### src/hw/rtl/fba_pkg.sv
package fba_pkg;

  // table geometry
  localparam int NUM_BLOCKS = 16;
  localparam int SIZE_BITS  = 16;
  localparam int IDX_W      = (NUM_BLOCKS > 1) ? $clog2(NUM_BLOCKS) : 1;

  // port field widths
  localparam int BLK_W = 4;
  localparam int AMT_W = 16;

  // compare width covers both the request and the stored capacity
  localparam int CMP_W = (SIZE_BITS > AMT_W) ? SIZE_BITS : AMT_W;

  // placement policy codes
  localparam logic [1:0] MODE_WORST = 2'd0;
  localparam logic [1:0] MODE_BEST  = 2'd1;
  localparam logic [1:0] MODE_FIRST = 2'd2;

  // request kinds
  localparam logic REQ_LOAD  = 1'b0;
  localparam logic REQ_ALLOC = 1'b1;

  // candidate token handed from cell to cell during a scan
  typedef struct packed {
    logic                 valid;
    logic                 found;
    logic [1:0]           mode;
    logic [AMT_W-1:0]     amt;
    logic [IDX_W-1:0]     pick;
    logic [SIZE_BITS-1:0] cap;
  } fba_cand_t;

  // capacity write broadcast to all cells
  typedef struct packed {
    logic                 en;
    logic [IDX_W-1:0]     addr;
    logic [SIZE_BITS-1:0] data;
  } fba_wr_t;

endpackage

### src/hw/rtl/fba_cell.sv
module fba_cell import fba_pkg::*; (
  input  logic             clk,
  input  logic             rst_n,
  input  logic [IDX_W-1:0] cell_idx,
  input  fba_wr_t          wr,
  input  fba_cand_t        cand_in,
  output fba_cand_t        cand_out
);

  logic [SIZE_BITS-1:0] cap_r;
  fba_cand_t            cand_r;
  fba_cand_t            cand_nxt;
  logic                 fits;
  logic                 take;

  // does this block hold the request, and does it beat the token
  always_comb begin
    fits = (CMP_W'(cap_r) >= CMP_W'(cand_in.amt));
    case (cand_in.mode)
      MODE_WORST: take = fits && (!cand_in.found || (cap_r > cand_in.cap));
      MODE_BEST:  take = fits && (!cand_in.found || (cap_r < cand_in.cap));
      MODE_FIRST: take = fits && !cand_in.found;
      default:    take = 1'b0;
    endcase
    cand_nxt = cand_in;
    if (take) begin
      cand_nxt.found = 1'b1;
      cand_nxt.pick  = cell_idx;
      cand_nxt.cap   = cap_r;
    end
  end

  // stored capacity, cleared at reset
  always_ff @(posedge clk) begin
    if (!rst_n) begin
      cap_r <= '0;
    end else if (wr.en && (wr.addr == cell_idx)) begin
      cap_r <= wr.data;
    end
  end

  // token register: valid cleared at reset, payload free running
  always_ff @(posedge clk) begin
    cand_r.found <= cand_nxt.found;
    cand_r.mode  <= cand_nxt.mode;
    cand_r.amt   <= cand_nxt.amt;
    cand_r.pick  <= cand_nxt.pick;
    cand_r.cap   <= cand_nxt.cap;
    if (!rst_n) begin
      cand_r.valid <= 1'b0;
    end else begin
      cand_r.valid <= cand_in.valid;
    end
  end

  assign cand_out = cand_r;

endmodule

### src/hw/rtl/fit_block_allocator.sv
// fit_block_allocator: placement of allocation requests into a table of
// memory block capacities, one capacity held in each cell of a chain.
// input stream: in_tuser is the request kind (0 load, 1 allocate);
//   in_tdata carries block_index and amount. a load writes one block's
//   capacity in its transfer cycle and gives no result.
// an allocate sends a candidate token down the chain, one cell per cycle;
//   each cell compares its capacity and may take the token. after the last
//   cell the chosen block is reduced by the request and one result is
//   registered on the output stream (out_tuser granted, out_tdata block
//   and capacity left).
// path: after an allocate's transfer the token passes the register of each
//   cell in turn, is held in the result register at the chain end, and is
//   then registered in the output register that drives out_tvalid. one
//   allocate is in flight at a time: no request is taken until its result
//   has moved to the output register; while idle, loads are taken every cycle.
// the fit_mode register (cfg_wr_en, cfg_wr_data) picks worst, best or
//   first fit; the user writes it only while idle, which the block does not enforce.
// reset clears all capacities to zero and sets first fit.
// a stalled receiver holds the result in the output register; a further
//   load may still be taken, but an allocate waits at the chain end until
//   the output register frees.
module fit_block_allocator import fba_pkg::*; (
  input  logic        clk,
  input  logic        rst_n,
  // configuration
  input  logic        cfg_wr_en,
  input  logic [1:0]  cfg_wr_data,   // fit_mode
  // request stream
  input  logic        in_tvalid,
  output logic        in_tready,
  input  logic [23:0] in_tdata,      // [3:0] block_index, [19:4] amount, [23:20] zero
  input  logic        in_tuser,      // [0] req_type
  // result stream
  output logic        out_tvalid,
  input  logic        out_tready,
  output logic [23:0] out_tdata,     // [3:0] chosen_block, [19:4] capacity_left, [23:20] zero
  output logic        out_tuser      // [0] granted
);

  typedef enum logic [2:0] {
    ST_IDLE = 3'b001,
    ST_SCAN = 3'b010,
    ST_DONE = 3'b100
  } fba_state_t;

  fba_state_t           state_r, state_nxt;
  logic [1:0]           fit_mode_r;
  fba_cand_t            launch;
  fba_cand_t            cand_q [NUM_BLOCKS];
  logic [NUM_BLOCKS-1:0] chain_vld;
  fba_cand_t            res_r;
  fba_wr_t              wr;
  logic                 in_xfer;
  logic                 done_fire;
  logic                 load_ok;
  logic [SIZE_BITS-1:0] cap_left;
  logic                 out_valid_r;
  logic                 out_granted_r;
  logic [BLK_W-1:0]     out_block_r;
  logic [AMT_W-1:0]     out_left_r;

  // handshake
  assign in_tready = (state_r == ST_IDLE);
  assign in_xfer   = in_tvalid && in_tready;
  assign done_fire = (state_r == ST_DONE) && (!out_valid_r || out_tready);
  assign load_ok   = (32'(in_tdata[3:0]) < NUM_BLOCKS);
  assign cap_left  = SIZE_BITS'(CMP_W'(res_r.cap) - CMP_W'(res_r.amt));

  // policy register
  always_ff @(posedge clk) begin
    if (!rst_n) begin
      fit_mode_r <= MODE_FIRST;
    end else if (cfg_wr_en) begin
      fit_mode_r <= cfg_wr_data;
    end
  end

  // token entering the first cell
  always_comb begin
    launch.valid = in_xfer && (in_tuser == REQ_ALLOC);
    launch.found = 1'b0;
    launch.mode  = fit_mode_r;
    launch.amt   = in_tdata[19:4];
    launch.pick  = '0;
    launch.cap   = '0;
  end

  // capacity writes: loads and the write-back of a grant
  always_comb begin
    wr.en   = 1'b0;
    wr.addr = IDX_W'(in_tdata[3:0]);
    wr.data = SIZE_BITS'(in_tdata[19:4]);
    if (in_xfer && (in_tuser == REQ_LOAD)) begin
      wr.en = load_ok;
    end else if (done_fire && res_r.found) begin
      wr.en   = 1'b1;
      wr.addr = res_r.pick;
      wr.data = cap_left;
    end
  end

  // chain of cells
  for (genvar j = 0; j < NUM_BLOCKS; j++) begin : g_cell
    fba_cell u_cell (
      .clk      (clk),
      .rst_n    (rst_n),
      .cell_idx (IDX_W'(j)),
      .wr       (wr),
      .cand_in  ((j == 0) ? launch : cand_q[(j == 0) ? 0 : j - 1]),
      .cand_out (cand_q[j])
    );
    assign chain_vld[j] = cand_q[j].valid;
  end

  // sequencer
  always_comb begin
    state_nxt = state_r;
    case (state_r)
      ST_IDLE: if (launch.valid) state_nxt = ST_SCAN;
      ST_SCAN: if (cand_q[NUM_BLOCKS-1].valid) state_nxt = ST_DONE;
      ST_DONE: if (done_fire) state_nxt = ST_IDLE;
      default: state_nxt = ST_IDLE;
    endcase
  end

  always_ff @(posedge clk) begin
    if (!rst_n) begin
      state_r <= ST_IDLE;
    end else begin
      state_r <= state_nxt;
    end
  end

  // token leaving the last cell
  always_ff @(posedge clk) begin
    if ((state_r == ST_SCAN) && cand_q[NUM_BLOCKS-1].valid) begin
      res_r <= cand_q[NUM_BLOCKS-1];
    end
  end

  // output register
  always_ff @(posedge clk) begin
    if (!rst_n) begin
      out_valid_r <= 1'b0;
    end else if (done_fire) begin
      out_valid_r <= 1'b1;
    end else if (out_tready) begin
      out_valid_r <= 1'b0;
    end
  end

  always_ff @(posedge clk) begin
    if (done_fire) begin
      out_granted_r <= res_r.found;
      out_block_r   <= res_r.found ? BLK_W'(res_r.pick) : '0;
      out_left_r    <= res_r.found ? AMT_W'(cap_left) : '0;
    end
  end

  assign out_tvalid = out_valid_r;
  assign out_tuser  = out_granted_r;
  assign out_tdata  = {4'b0, out_left_r, out_block_r};

  // checks
  a_state_onehot: assert property (@(posedge clk) disable iff (!rst_n)
    $onehot(state_r))
    else $error("sequencer state not one-hot");

  a_one_token: assert property (@(posedge clk) disable iff (!rst_n)
    $countones(chain_vld) <= 1)
    else $error("more than one token in the chain");

  a_idle_chain_empty: assert property (@(posedge clk) disable iff (!rst_n)
    (state_r == ST_IDLE) |-> (chain_vld == '0))
    else $error("token in the chain while idle");

  a_refused_zero: assert property (@(posedge clk) disable iff (!rst_n)
    (out_valid_r && !out_granted_r) |-> (out_block_r == '0 && out_left_r == '0))
    else $error("refused result carries non-zero fields");

  a_launch_scan: assert property (@(posedge clk) disable iff (!rst_n)
    launch.valid |=> (state_r == ST_SCAN) && chain_vld[0])
    else $error("allocate did not enter the chain");

endmodule
### config.mk
export PLATFORM = sky130hd
export DESIGN_NAME = fit_block_allocator
export DESIGN_NICKNAME = d
export VERILOG_FILES = /design/src/hw/rtl/fba_pkg.sv /design/src/hw/rtl/fba_cell.sv /design/src/hw/rtl/fit_block_allocator.sv
export SDC_FILE = /design/constraint.sdc
export NUM_CORES = 2
export LEC_CHECK = 0
export BUFFER_PORTS_ARGS = -buffer_cell sky130_fd_sc_hd__buf_2
export CORE_UTILIZATION = 65
export DETAILED_ROUTE_END_ITERATION = 10
export HOLD_SLACK_MARGIN = 0.1
export PLACE_DENSITY = 0.8
export SETUP_SLACK_MARGIN = 0.3
export SLEW_MARGIN = 20
export SYNTH_ARGS = -nofsm -noshare
export SYNTH_HDL_FRONTEND = slang
export SYNTH_SLANG_ARGS = --single-unit
export TNS_END_PERCENT = 30
### constraint.sdc
create_clock -name clk -period 9.25 [get_ports clk]
set_clock_uncertainty 0.15 [all_clocks]
set_input_delay 0.925 -clock clk [delete_from_list [all_inputs] [get_ports clk]]
set_output_delay 0.925 -clock clk [all_outputs]
set_load 0.01 [all_outputs]
## After elaboration in Yosys (flattened, before gate mapping)

Index checks and enable logic that the tools add are counted.

| cells by class | value |
|---|---|
| add/subtract/negate cells | 1 |
| multiply operators | 0 |
| divide/modulo/power cells | 0 |
| order comparisons | 46 |
| eq/ne operators | 53 |
| shift-type cells | 0 |
| muxes and demuxes | 41 |
| bitwise logic cells | 1 |
| reduce and logical (&&, ||, !) cells | 134 |

Operators with widths:

| cell | number |
|---|---|
| $ge A16 B16 Y1 | 16 |
| $gt A16 B16 Y1 | 15 |
| $lt A16 B16 Y1 | 15 |
| $mux W16 | 15 |
| $logic_and A1 B1 Y1 | 67 |
| $pmux W1 S3 | 15 |
| $eq A2 B1 Y1 const B | 16 |
| $eq A2 B2 Y1 const B | 16 |
| $eq A4 B4 Y1 const B | 8 |
| $logic_not A2 Y1 | 16 |
| $logic_or A1 B1 Y1 | 31 |
| $mux W21 | 1 |
| $mux W20 | 1 |
| $eq A4 B3 Y1 const B | 4 |
| $logic_not A1 Y1 | 16 |
| $sub A16 B16 Y16 | 1 |
| $mux W3 | 3 |
| $pmux W3 S3 | 1 |
| $eq A4 B2 Y1 const B | 2 |
| $mux W1 | 5 |
| $eq A4 B1 Y1 const B | 1 |
| $logic_not A4 Y1 | 1 |
| $ne A2 B1 Y1 const B | 2 |
| $eq A3 B1 Y1 const B | 1 |
| 7 further kinds | 7 |

| word-level totals | value |
|---|---|
| register bits after elaboration | 943 |
| latch bits | 0 |
| RAM bits | 0 |
| memory bits (read-only) | 0 |
| output and inout port bits | 27 |
| logic and storage cells | 396 |
| memories | 0 |

## Depth between registers and ports, before layout

| depth | value |
|---|---|
| depth in word-level cells | 8 |
| depth in mapped cells | 11 |
| gate-level depth less buffers | 10 |

## Modules after synthesis

From an unflattened synthesis, not the netlist that was laid out.

| second synthesis, totals | value |
|---|---|
| cell total of the unflattened synthesis | 5221 |
| area total of the unflattened synthesis | 49073.3 sq um |

By module, submodules not included:

| module | times used | cells each | area an instance (sq um) |
|---|---|---|---|
| fba_cell | 16 | 309 | 2861.5 |
| fit_block_allocator | 1 | 277 | 3289.4 |

## Least setup slack after synthesis

Ideal clock, no wire load.

| timing path | value |
|---|---|
| path type | reg-to-reg |
| start | register state_r[0] |
| end | register state_r[2] |
| arrival time | 3.749 ns |
| required time | 9.010 ns |
| slack | 5.261 ns |
| cell stages (with the launch flop) | 5 |
| period minus slack after synthesis | 3.989 ns |
| path through | dfxtp_1 -> nand2b_1 -> nor3b_1 -> nor2_1 -> a211oi_1 |

| on the way | value |
|---|---|
| cells in the longest elaborated chain, start to end | 5 |

Ends and longest elaborated chain:

| item | line | text |
|---|---|---|
| start, declared | fit_block_allocator.sv:46 | `fba_state_t state_r, state_nxt;` |
| start signal, assigned | fit_block_allocator.sv:130 | `state_r <= state_nxt;` |
| $eq A3 B1 Y1 | fit_block_allocator.sv:63, fit_block_allocator.sv:118 |  |
| $logic_and A1 B1 Y1 | fit_block_allocator.sv:64 | `assign in_xfer = in_tvalid && in_tready;` |
| $logic_and A1 B1 Y1 | fit_block_allocator.sv:80 | `launch.valid = in_xfer && (in_tuser == REQ_ALLOC);` |
| $ne A2 B1 Y1 (no source line) | n/a |  |
| $reduce_and A3 Y1 (no source line) | n/a |  |

Parallel ways exist; a longest one is shown, timed or not.
A chain may end at the register's enable or synchronous reset.

==> impl_metrics.env <==
export IMPL_power_leakage_nw=20.3
export IMPL_area_growth_pct=10.8
export IMPL_core_sq_um=61700
export IMPL_hold_path_class="flop to flop"
export IMPL_drc_errors=0
export IMPL_synth_edf_count=58
export IMPL_end_kind="flop"
export IMPL_hold_ws_ns=0.193
export IMPL_num_io_pins=59
export IMPL_layout_cells_most_common_list="dfxtp_1 (885), inv_1 (513), ha_1 (511)"
export IMPL_htree_num_levels=3
export IMPL_worst_slew_pin_slew_ns=1.16
export IMPL_ys_seq_area_share_pct=47.9
export IMPL_reg2reg_depth=10
export IMPL_synthSimpleGateAreaFrac_pct=8.11
export IMPL_setup_viol=0
export IMPL_r2r_start="g_cell[2].u_cell.cand_out[15]$_DFF_P_"
export IMPL_path_cells="inv_1, ha_1, nand4_1, or3_1, a211oi_1, nor3_2, mux2i_1, a2111oi_4, buf_4, mux2_2"
export IMPL_p_per_area_nw_per_um2=191
export IMPL_syn_avg_cell_area_sq_um=10.3
export IMPL_grt_pass1_vias=28400
export IMPL_fillers=4286
export IMPL_detail_route_antenna_nets=0
export IMPL_drtIter0Drc=2014
export IMPL_async_flop_share_pct=0
export IMPL_criticalPathCategory="flop to flop"
export IMPL_tns_ns=0
export IMPL_grt_pass1_wl_mm=152
export IMPL_synth_flop_cell="dfxtp_1"
export IMPL_critical_path_peak_fanout=10
export IMPL_cp_required_ns=9.64
export IMPL_tritoncts="built"
export IMPL_avgRoutedWirePerCell_microns=19.8
export IMPL_clk_latency_ns=0.66
export IMPL_critPathMaxStageDelay_ns=0.75
export IMPL_ctsHoldBuffers=0
export IMPL_yosysUniqueCellTypes=77
export IMPL_dieHeight_microns=252
export IMPL_cts_sinks=943
export IMPL_start_util_pct=65.9
export IMPL_dp_hpwl_mm=68.6
export IMPL_finalCriticalPeriod_ns=3.66
export IMPL_grt_overflow=0
export IMPL_synth_cells=3953
export IMPL_synthXorXnorAreaFrac_pct=0.172
export IMPL_crit_cells=10
export IMPL_row_count=91
export IMPL_synth_compound_area_share_pct=14.5
export IMPL_synth_adder_area_share_pct=15.8
export IMPL_yosys_warnings=0
export IMPL_wl_mm=97.2
export IMPL_portBuffers=50
export IMPL_post_cts_resized=0
export IMPL_clk_pin_slew_ns=0.06
export IMPL_pre_cts_ws_ns=5.11
export IMPL_worstPathArrival_ns=4.05
export IMPL_cp_slowest_cell="a2111oi_4"
export IMPL_num_antenna_cells=0
export IMPL_drtPass1Iterations=6
export IMPL_drive_gt1_share_pct=13.4
export IMPL_root_buffer="clkbuf_16"
export IMPL_hold_start="g_cell[10].u_cell.cand_out[30]$_DFF_P_"
export IMPL_peakVddDrop_mv=0.210
export IMPL_clock_fmax_mhz=273
export IMPL_post_drt_via_cell_ratio=5.80
export IMPL_cts_setup_buffers=0
export IMPL_layout_commonest_cell="dfxtp_1"
export IMPL_cts_buffers=92
export IMPL_path_buf_inv=2
export IMPL_cts_max_path_buffers=3
export IMPL_antenna_found_initial=1
export IMPL_slew_headroom_pct=22.7
export IMPL_rsz0062_at_grt="false"
export IMPL_start_kind="flop"
export IMPL_synth_seq_cells=943
export IMPL_hold_end="g_cell[11].u_cell.cand_out[30]$_DFF_P_"
export IMPL_min_path_cells=0
export IMPL_die_w_microns=252
export IMPL_hold_viol_final=0
export IMPL_synth_area_sq_um=40700
export IMPL_grt_max_degree=82
export IMPL_drv_cap=0
export IMPL_final_nets=4545
export IMPL_slew_viol_final=0
export IMPL_globalRouteTotalUtil_pct=30.7
export IMPL_outcome="finished clean"
export IMPL_finalCritPeriodShare_pct=39.6
export IMPL_r2r_end="g_cell[3].u_cell.cand_out[1]$_DFF_P_"
export IMPL_reg2reg_setup_slack_ns=5.59
export IMPL_design_area_sq_um=45100
export IMPL_synth_top_family_by_area="adder cells"
export IMPL_synthMuxAreaShare_pct=7.25
export IMPL_crit_family="compound AO/OA/AOI/OAI gates"
export IMPL_vias=28500
export IMPL_gp_congestion=0.902
export IMPL_dpl_cell_area_sq_um=41800
export IMPL_worst_slack_ns=5.59
export IMPL_die_area_sq_um=63600
logic make-up after synthesis:
| kind of cell | after synthesis |
|---|---|
| DFF | 943 |
| adders and majority gates | 512 |
| and+or+nand+nor | 651 |
| muxes | 258 |
| buffers and inverters | 653 |
| xor gates and xnor gates | 8 |
| AOI/OAI and AO/OA | 927 |
| other | 1 |
metal layers:
metal	vias to the layer above	part of all wire (%)	track usage (%)
li1	14000	-	-
met1	13500	42	37.3
met2	749	48	52.9
met3	276	5.9	6.21
met4	2	4.1	12.8
met5	-	0.013	0
worst register-to-register path, stage by stage (launching register included):
cell and delay (ns):
dfxtp_1 0.33, inv_1 0.05, ha_1 0.30, nand4_1 0.17
or3_1 0.48, a211oi_1 0.41, nor3_2 0.08, mux2i_1 0.16
a2111oi_4 0.75, buf_4 0.31, mux2_2 0.36
power by group:
part           leakage [nW]  switching, W  internal, W
Sequential             7.73     0.0000815      0.00420
Combinational          11.0      0.000280     0.000164
Clock                  1.58       0.00161      0.00226
Total                  20.3       0.00197      0.00662
cell type report:
class                   instances  area (sq um)  area share, %
flip-flops and latches        943         19500           43.2
multi-input cells            2360         18900           41.9
clock buffers                 129          2710           6.01
inverters                     514          1930           4.29
well taps                     837          1050           2.32
repair buffers                 90           557           1.24
clock inverters                42           482           1.07
metrics by stage:
step           cells  power [W]  util (%)
6_report        4915    0.00860      73.0
2_1_floorplan   3956    0.00463         -
5_1_grt         4915    0.00885      73.0
3_3_place_gp    4743    0.00478      67.7
3_5_place_dp    4743    0.00480      67.7
4_1_cts         4914    0.00863      72.8
cells in the mapped netlist, types with 8 or more instances:
| library cell | instances | share of area (%) |
|---|---|---|
| dfxtp_1 | 885 | 44 |
| buf_2 | 55 | 0.68 |
| nand2b_1 | 47 | 0.72 |
| nor3_1 | 38 | 0.47 |
| mux2_1 | 14 | 0.39 |
| a221o_1 | 8 | 0.20 |
| or3_1 | 8 | 0.12 |
| and3_1 | 13 | 0.20 |
| a21o_1 | 62 | 1.1 |
| or2_2 | 17 | 0.26 |
| mux2_4 | 14 | 0.52 |
| edfxtp_1 | 58 | 4.3 |
| nor2b_1 | 35 | 0.54 |
| o21ai_0 | 209 | 2.6 |
| mux2_2 | 212 | 5.9 |
| nor2_1 | 205 | 1.9 |
| inv_1 | 513 | 4.7 |
| mux2i_1 | 17 | 0.42 |
| nor4_1 | 28 | 0.43 |
| nand3_1 | 21 | 0.26 |
| a31oi_1 | 36 | 0.55 |
| o21a_1 | 36 | 0.66 |
| nand4_1 | 65 | 1.0 |
| o211ai_1 | 23 | 0.42 |
| a211o_1 | 8 | 0.17 |
| ha_1 | 511 | 16 |
| nand2_1 | 99 | 0.91 |
| a211oi_1 | 165 | 3.0 |
| clkbuf_1 | 71 | 0.66 |
| and2_1 | 53 | 0.82 |
| a21oi_1 | 299 | 3.7 |
worst max-delay path by stage:
stage	from	end	slack, ns
floorplan	state_r[0]$_SDFFE_PN1P_	state_r[2]$_SDFFE_PN0P_	5.26
global placement	rst_n	g_cell[8].u_cell.cap_r[0]$_SDFFE_PN0P_	5.15
detailed placement	rst_n	g_cell[4].u_cell.cap_r[8]$_SDFFE_PN0P_	5.11
CTS	g_cell[13].u_cell.cand_out[15]$_DFF_P_	g_cell[14].u_cell.cand_out[11]$_DFF_P_	5.33
global route	g_cell[2].u_cell.cand_out[15]$_DFF_P_	g_cell[3].u_cell.cand_out[1]$_DFF_P_	5.39
finish	g_cell[2].u_cell.cand_out[15]$_DFF_P_	g_cell[3].u_cell.cand_out[1]$_DFF_P_	5.59
registers in the layout, summed over array words and instances, names as in the netlist:
name and cells:
fit_mode_r 2, g_cell.u_cell.cand_out 623, g_cell.u_cell.cap_r 256, out_block_r 4, out_left_r 16, out_tuser 1
out_tvalid 1, res_r 37, state_r 3
No activity file was read; power rests on OpenSTA's default activity.
